<file path="src/sv/tft_pkg.sv">
// Shared types and constants for the TCP flow table tracker.
// No dependencies; imported by every module of the block.
package tft_pkg;

  typedef enum logic [7:0] {
    S_CLEAR  = 8'b0000_0001,
    S_IDLE   = 8'b0000_0010,
    S_MOD    = 8'b0000_0100,
    S_RDV    = 8'b0000_1000,
    S_SCAN   = 8'b0001_0000,
    S_DECIDE = 8'b0010_0000,
    S_DUR    = 8'b0100_0000,
    S_OUT    = 8'b1000_0000
  } state_t;

  localparam logic [1:0] ST_UPDATED = 2'd0;
  localparam logic [1:0] ST_CLOSED  = 2'd1;
  localparam logic [1:0] ST_DROPPED = 2'd2;

  // FIN (bit 0) or RST (bit 2) closes a flow
  localparam logic [7:0] CLOSE_MASK = 8'h05;

  localparam int MS_PER_S  = 1000;
  localparam int US_PER_MS = 1000;
  // floor(2^30 / 1000): quotient estimate is exact or one short
  localparam logic [20:0] RECIP_K     = 21'd1073741;
  localparam int          RECIP_SHIFT = 30;

  localparam logic [31:0] COUNT_MAX = 32'hFFFF_FFFF;

  typedef struct packed {
    logic [63:0] addrs;     // source high, destination low
    logic [31:0] ports;     // source port high
    logic [31:0] packets;
    logic [31:0] start_s;
    logic [19:0] start_us;
  } entry_t;

endpackage

</file>
<file path="src/sv/tft_lifetime.sv">
// Three-stage flow lifetime unit: seconds and microseconds to saturated ms.
// Depends on tft_pkg for the scaling constants.
module tft_lifetime import tft_pkg::*; (
  input  logic        clk,
  input  logic        rst_n,
  input  logic        start,
  input  logic [31:0] now_s,
  input  logic [19:0] now_us,
  input  logic [31:0] st_s,
  input  logic [19:0] st_us,
  output logic        done,
  output logic [31:0] ms
);

  logic [2:0]         v_r;
  logic signed [32:0] ds;
  logic signed [20:0] du;
  logic [19:0]        n;
  logic               neg_r, neg2_r;
  logic [19:0]        n_r;
  logic [40:0]        prod_r;
  logic signed [43:0] dsms_r, dsms2_r;
  logic [10:0]        q0;
  logic [10:0]        q0_r;
  logic [20:0]        r_r;
  logic [11:0]        q;
  logic signed [43:0] sq;
  logic signed [43:0] sum;
  logic [31:0]        ms_r;

  always_comb begin
    ds = $signed({1'b0, now_s}) - $signed({1'b0, st_s});
    du = $signed({1'b0, now_us}) - $signed({1'b0, st_us});
    n  = du[20] ? 20'(-du) : 20'(du);
    q0 = 11'(prod_r >> RECIP_SHIFT);
    q  = 12'(q0_r) + 12'(r_r >= 21'(US_PER_MS));
    sq = neg2_r ? -$signed(44'(q)) : $signed(44'(q));
    sum = dsms2_r + sq;
  end

  always_ff @(posedge clk) begin
    if (!rst_n) begin
      v_r <= '0;
    end else begin
      v_r <= {v_r[1:0], start};
    end
  end

  always_ff @(posedge clk) begin
    // stage 1: differences and products
    neg_r  <= du[20];
    n_r    <= n;
    prod_r <= 41'(n) * 41'(RECIP_K);
    dsms_r <= 44'(ds) * 44'(MS_PER_S);
    // stage 2: quotient estimate and remainder
    q0_r    <= q0;
    r_r     <= 21'(n_r) - 21'(q0) * 21'(US_PER_MS);
    neg2_r  <= neg_r;
    dsms2_r <= dsms_r;
    // stage 3: correct, combine, saturate
    if (sum < 0) begin
      ms_r <= '0;
    end else if (sum > $signed(44'(COUNT_MAX))) begin
      ms_r <= COUNT_MAX;
    end else begin
      ms_r <= sum[31:0];
    end
  end

  assign done = v_r[2];
  assign ms   = ms_r;

endmodule

</file>
<file path="config.mk">
export PLATFORM = sky130hd
export DESIGN_NAME = tft_lifetime
export DESIGN_NICKNAME = d
export VERILOG_FILES = /design/src/sv/tft_pkg.sv /design/src/sv/tft_lifetime.sv
export SDC_FILE = /design/constraint.sdc
export NUM_CORES = 1
export LEC_CHECK = 0
export ABC_CLOCK_PERIOD_IN_PS = 24000
export BUFFER_PORTS_ARGS = -buffer_cell sky130_fd_sc_hd__buf_2
export CAP_MARGIN = 10
export CORE_UTILIZATION = 40
export DETAILED_ROUTE_END_ITERATION = 12
export PLACE_DENSITY_LB_ADDON = 0.12
export SLEW_MARGIN = 0
export SYNTH_ARGS = -nofsm -noshare
export SYNTH_HDL_FRONTEND = slang
export SYNTH_SLANG_ARGS = --single-unit
export TNS_END_PERCENT = 10
</file>
<file path="constraint.sdc">
create_clock -name clk -period 24 [get_ports clk]
set_input_delay 1.2 -clock clk [delete_from_list [all_inputs] [get_ports clk]]
set_output_delay 1.2 -clock clk [all_outputs]
set_load 0.05 [all_outputs]
</file>
==> qor.txt, run 1 <==
initial antenna violation count - 0
Crit Path Class - in -> reg
status - completed
Clk pin slew, worst setup/hold paths - 0.07 ns
num ports - 140
Yosys top cell by area - ha_1
final hold vios - 0
Synth Instances - 2457
setup violators final - 0
Mapped Area - 0.0231 mm^2
Tightest Hold Check Type - reg -> reg
hold_buf cts - 0
Yosys cell types - 87
DIE HEIGHT - 243 um
clk_skew - 0.0112 ns
fill count - 5614
TritonCTS clock tree - yes
CP arrival - 10.28 ns
Port-buffer cells - 139
post-route ant nets - 0
Final GP Congestion - 0.846
PostCTS Resize Cnt - 0
die span in x - 243 um
CP max FO - 13
minimum clock period - 9.94 ns
post-CTS repair timing setup buffer count - 0
drc violations - 0
drt first pass iters - 5
Avg WL per Cell - 15.4 um
Min Hold Slack - 0.326 ns
Root Driver - clkbuf_16
Clock Latency Late Sink - 0.45 ns
CP Capture Type - flip-flop
Slew Limit Fails - 0
Final Cycle Share - 41.4%
Setup crit start kind - input pin
multi-input logic area - 0.0179 mm^2
CP Data Required Time - 24.34 ns
detailed placer's ending HPWL - 45.1 mm
Synth top area share - 25.2%
Fmax achieved - 0.101 GHz
row cnt - 87
sequential-to-total area share from yosys stat - 15.2%
Compound-Gate Fraction of Synth Area - 14.6%
Primary FF master, synth - dfxtp_1
post-synthesis mux area share - 0.178%
via count - 17051
P&R area growth vs syn - 9.86%
CP max-delay cell - or4_2
diodes inserted - 0
sum of negative setup slack - 0 ns
core area - 0.0568 mm^2
Inserted Clock Buffers - 17
Final nets - 3423
largest net degree at the start of global routing - 33
DIE AREA - 0.0588 mm^2
Ys Warns - 0
# H-tree levels - 4
Avg Synthesized Cell Area - 9.42 um^2
worst slew pin tran - 1.11 ns
WL final - 51.8 mm
first-pass GRT wire length - 87.4 mm
synthesized-area fraction occupied by adder cells - 46.7%
global route total overflow - 0
max cap viols - 0
Async SR Flop Fraction - 0%
largest family of logic cells by synthesized area - adder cells
max incr delay on CP - 0.56 ns
most frequent CP cell - fa_1
drt via density - 5.06
Synth Area in XOR/XNOR - 7.14%
Starting Density - 40.7%
total track usage - 18.1%
layout cells sized above 1 - 8.34%
Sink Count - 176
Synth area leaders - ha_1 (25%), fa_1 (21%), dfxtp_1 (15%), inv_1 (7.0%), xnor2_1 (4.2%)
maximum root-to-sink buffer count - 2
Simple-Gate Fraction of Synth Area - 8.71%
Seq cells post-synth - 176
number of synthesized flops with an enable pin - 0
Slew headroom - 26.0%
unrepaired setup endpoints after global routing - false
crit path buf inv count - 6
Sequential cell area - 0.00352 mm^2
CP delay by family, top - adder cells
initial DRC count - 728
vias in the first global route - 17601
[sequential cells by signal, indices dropped and copies added, names as in the netlist]
| name | count |
|---|---|
| ms | 32 |
| prod_r | 11 |
| dsms_r | 41 |
| q0_r | 11 |
| neg_r | 1 |
| neg2_r | 1 |
| r_r | 18 |
| dsms2_r | 41 |
| n_r | 17 |
| v_r | 3 |
[Yosys cell counts, types with 29 or more instances]
cell	instances
ha_1	466
inv_1	430
fa_1	248
dfxtp_1	176
a21oi_1	137
nor2_1	114
xnor2_1	112
o21ai_0	89
a21o_1	81
nand2_1	79
xor2_1	69
a31oi_1	51
nand3_1	36
o21a_1	31
nor3_1	29
[cells by family after synthesis]
logic type	after synthesis
XOR/XNOR	184
buffers and inverters	458
flip-flops	176
adder cells (fa/ha/maj)	714
AO/OA/AOI/OAI	520
multiplexers	4
AND/OR/NAND/NOR	400
other	1
[metrics by stage]
step	area (um^2)	setup WS [ns]	utilization (%)	std cells
floorplan	23100	14.70	-	2458
global placement	24800	13.76	43.6	3339
detailed placement	24800	13.59	43.6	3339
CTS	25400	14.04	44.7	3371
global route	25400	13.46	44.7	3371
finish	25400	14.06	44.7	3371
[routing by layer]
metal  share of wire [%]  vias up  global-route usage, %
met5                   0        -                      0
met4                0.61        0                   2.72
met3                 2.4       17                   2.08
met2                  45      194                   29.2
met1                  52     8224                   26.4
li1                    -     8616                      -
[final cells by class]
class / instances / share of cell area (%)
Multi-Input combinational cell: 1824 / 70.5
Sequential cell: 176 / 13.9
Inverter: 431 / 6.36
Tap cell: 756 / 3.72
Timing Repair Buffer: 152 / 3.12
Clock buffer: 17 / 1.67
Clock inverter: 15 / 0.792
[layout by cell type (no fill, tap or decap), types with 79 or more instances in the layout]
| master | netlist | routed |
|---|---|---|
| fa_1 | 248 | 248 |
| ha_1 | 466 | 466 |
| nor2_1 | 114 | 114 |
| xnor2_1 | 112 | 111 |
| nand2_1 | 79 | 79 |
| buf_2 | 3 | 139 |
| o21ai_0 | 89 | 89 |
| dfxtp_1 | 176 | 176 |
| inv_1 | 430 | 430 |
| a21o_1 | 81 | 81 |
| a21oi_1 | 137 | 137 |
[final timing paths]
kind / from / to / slack, ns / cells past startpoint
hold reg to reg: dsms_r[27] / dsms2_r[27] / 0.33 / 0
setup / recovery: now_us[0] / prod_r[39] / 14.06 / 34
setup reg to reg: r_r[15] / ms[28] / 17.06 / 27
hold / removal: dsms_r[27] / dsms2_r[27] / 0.33 / 0
Power of run 1 is not shown: default switching activity piles up to over one toggle a cycle in this logic, so the estimate is an artifact.
==> run 2, diff against run 1 <==
--- a/config.mk
+++ b/config.mk
@@ -5,7 +5,8 @@
 export SDC_FILE = /design/constraint.sdc
 export NUM_CORES = 1
 export LEC_CHECK = 0
-export ABC_CLOCK_PERIOD_IN_PS = 24000
+export ABC_AREA = 1
+export ABC_CLOCK_PERIOD_IN_PS = 9900
 export BUFFER_PORTS_ARGS = -buffer_cell sky130_fd_sc_hd__buf_2
 export CAP_MARGIN = 10
 export CORE_UTILIZATION = 40
==> constraint.sdc (replaced) <==
create_clock -name clk -period 9.9 [get_ports clk]
set_input_delay 0.495 -clock clk [delete_from_list [all_inputs] [get_ports clk]]
set_output_delay 0.495 -clock clk [all_outputs]
set_load 0.05 [all_outputs]
==> qor.txt, run 2 <==
Clk pin slew, worst setup/hold paths - 0.07 ns (about the same)
Worst Setup EP - prod_r[40]
Synth area leaders - ha_1 (23%), fa_1 (19%), dfxtp_1 (14%), inv_1 (9.5%), nand2_1 (8.1%)
DIE AREA - 0.0653 mm^2 (+11%)
count leader, synth - inv_1
Primary FF master, synth - dfxtp_1
layout cells sized above 1 - 6.93% (-1.4 points)
Setup crit start kind - input pin
Tightest Hold Check Type - in -> reg
most frequent cells in the layout - inv_1 (651), nand2_1 (558), ha_1 (466), fa_1 (248), nor2_1 (233)
max cap viols - 0 (unchanged)
Avg Synthesized Cell Area - 7.87 um^2 (-16%)
CP Data Required Time - 10.27 ns (-14.07 ns)
first-pass GRT wire length - 112 mm (+28%)
final core area utilization - 44.3% (-0.40 points)
Mapped Area - 0.0257 mm^2 (+11%)
DIE HEIGHT - 256 um (+5.4%)
Fmax achieved - 0.131 GHz
Slew headroom - 52.5% (+26 points)
Port-buffer cells - 139 (unchanged)
Avg WL per Cell - 15.8 um (+2.6%)
sequential-to-total area share from yosys stat - 13.7% (-1.5 points)
Async SR Flop Fraction - 0% (unchanged)
post-CTS repair timing setup buffer count - 0 (unchanged)
TritonCTS clock tree - yes
Cells on Worst Hold Path - 3 (+3)
Synth top area share - 22.7% (-2.5 points)
clk_skew - 0.0205 ns (+0.00933 ns)
r2r startpoint - prod_r[31]
R2R Path End - r_r[20]
most frequent CP cell - fa_1
hold_buf cts - 0 (unchanged)
Final nets - 4245 (+24%)
Clock Latency Late Sink - 0.46 ns (about the same)
die span in x - 256 um (+5.4%)
vias in the first global route - 22036 (+25%)
commonest non-fill, non-tap cell in the layout - inv_1
largest net degree at the start of global routing - 33 (unchanged)
initial antenna violation count - 0 (unchanged)
total track usage - 21.1% (+2.9 points)
row cnt - 92 (+5.7%)
Yosys top cell by area - ha_1
core area - 0.0633 mm^2 (+11%)
maximum root-to-sink buffer count - 2 (unchanged)
Slew Limit Fails - 0 (unchanged)
Inserted Clock Buffers - 17 (unchanged)
# H-tree levels - 4 (unchanged)
reg2reg setup slack - 3.49 ns (-13.57 ns)
WL final - 67.5 mm (+30%)
drt via density - 4.97 (-1.7%)
PostCTS Resize Cnt - 0 (unchanged)
Final Cycle Share - 77.1%
num ports - 140 (unchanged)
FF-to-FF path depth - 24 (-11%)
diodes inserted - 0 (unchanged)
Root Driver - clkbuf_16
minimum clock period - 7.64 ns
CP max FO - 18 (+5)
cell area after placement - 0.0274 mm^2 (+11%)
CP arrival - 8.00 ns (-2.28 ns)
detailed placer's ending HPWL - 60.1 mm (+33%)
Starting Density - 40.6% (-0.094 points)
worst slew pin tran - 0.711 ns (-0.395 ns)
Commonest cells post-synth - inv_1 (651), nand2_1 (558), ha_1 (466)
number of synthesized flops with an enable pin - 0 (unchanged)
post-route ant nets - 0 (unchanged)
drc violations - 0 (unchanged)
status - completed
CP max-delay cell - fa_1
P&R area growth vs syn - 9.14%
crit path launch - now_us[0]
Sink Count - 176 (unchanged)
Crit Path Class - in -> reg
CP Capture Type - flip-flop
global route total overflow - 0 (unchanged)
sum of negative setup slack - 0 ns (unchanged)
Synth Instances - 3269 (+33%)
final hold vios - 0 (unchanged)
Yosys cell types - 60 (-31%)
drt first pass iters - 5 (unchanged)
Final GP Congestion - 0.935 (+10%)
setup violators final - 0 (unchanged)
unrepaired setup endpoints after global routing - false
initial DRC count - 1140 (+57%)
Ys Warns - 0 (unchanged)
max incr delay on CP - 0.55 ns (about the same)
Seq cells post-synth - 176 (unchanged)
post-route cell area - 0.0281 mm^2 (+10%)
via count - 21293 (+25%)
run 2: cell types whose count changed in the layout (fill, tap and decap cells not counted), sizes merged, moves of 49 or more:
cell	before	now
a21oi	139	227
nand3	36	99
nand2	79	578
a21o	81	21
nor2	114	241
xor2	71	120
xnor2	112	52
nand4	10	76
inv	439	664
run 2: critical path, delay by kind of cell:
family	cells	cell delay, ns
buffers and inverters	7	0.51
AO/OA/AOI/OAI	4	0.58
AND/OR/NAND/NOR	13	2.17
adder cells (fa/ha/maj)	10	4.22
run 2: area by class of cell:
| cell class | count | area (um^2) |
|---|---|---|
| inverters | 662 | 2490 |
| clock inverters | 10 | 153 |
| fillers | 6506 | 35200 |
| repair buffers | 151 | 793 |
| multi-input cells | 2416 | 19600 |
| flip-flops and latches | 176 | 3520 |
| well taps | 846 | 1060 |
| clock buffers | 20 | 457 |
run 2: worst min-delay path by stage:
stage / from / to / slack, ns
floorplan: dsms_r[10] / dsms2_r[10] / 0.31
global placement: dsms_r[23] / dsms2_r[23] / 0.31
detailed placement: dsms_r[12] / dsms2_r[12] / 0.31
CTS: start / v_r[0] / 0.20
global route: start / v_r[0] / 0.22
finish: start / v_r[0] / 0.23
run 2: through the flow:
stage / setup WS [ns] / std cells / hold WS [ns]
2_1_floorplan: 2.62 / 3270 / 0.310
4_1_cts: 2.31 / 4280 / 0.202
6_report: 2.26 / 4281 / 0.227
5_1_grt: 1.70 / 4281 / 0.222
3_3_place_gp: 1.99 / 4250 / 0.313
3_5_place_dp: 1.82 / 4250 / 0.312
run 2: cell families (layout without fill, tap and decap cells):
group                    Yosys count  after routing  synth area share, %
buffers and inverters            678            843                 10.1
other                              1              2               0.0146
flip-flops                       176            176                 13.7
adder cells (fa/ha/maj)          714            714                 42.0
XOR/XNOR                         173            173                 6.09
AND/OR/NAND/NOR                 1064           1064                 17.7
AO/OA/AOI/OAI                    463            463                 10.3
run 2: routing by layer:
| layer | GRT usage (%) | routed length, um |
|---|---|---|
| met1 | 30.0 | 34300 |
| met2 | 34.7 | 30200 |
| met3 | 1.63 | 2000 |
| met4 | 4.52 | 997 |
| met5 | 0 | 0 |
Power of run 2 is left out for the same reason.
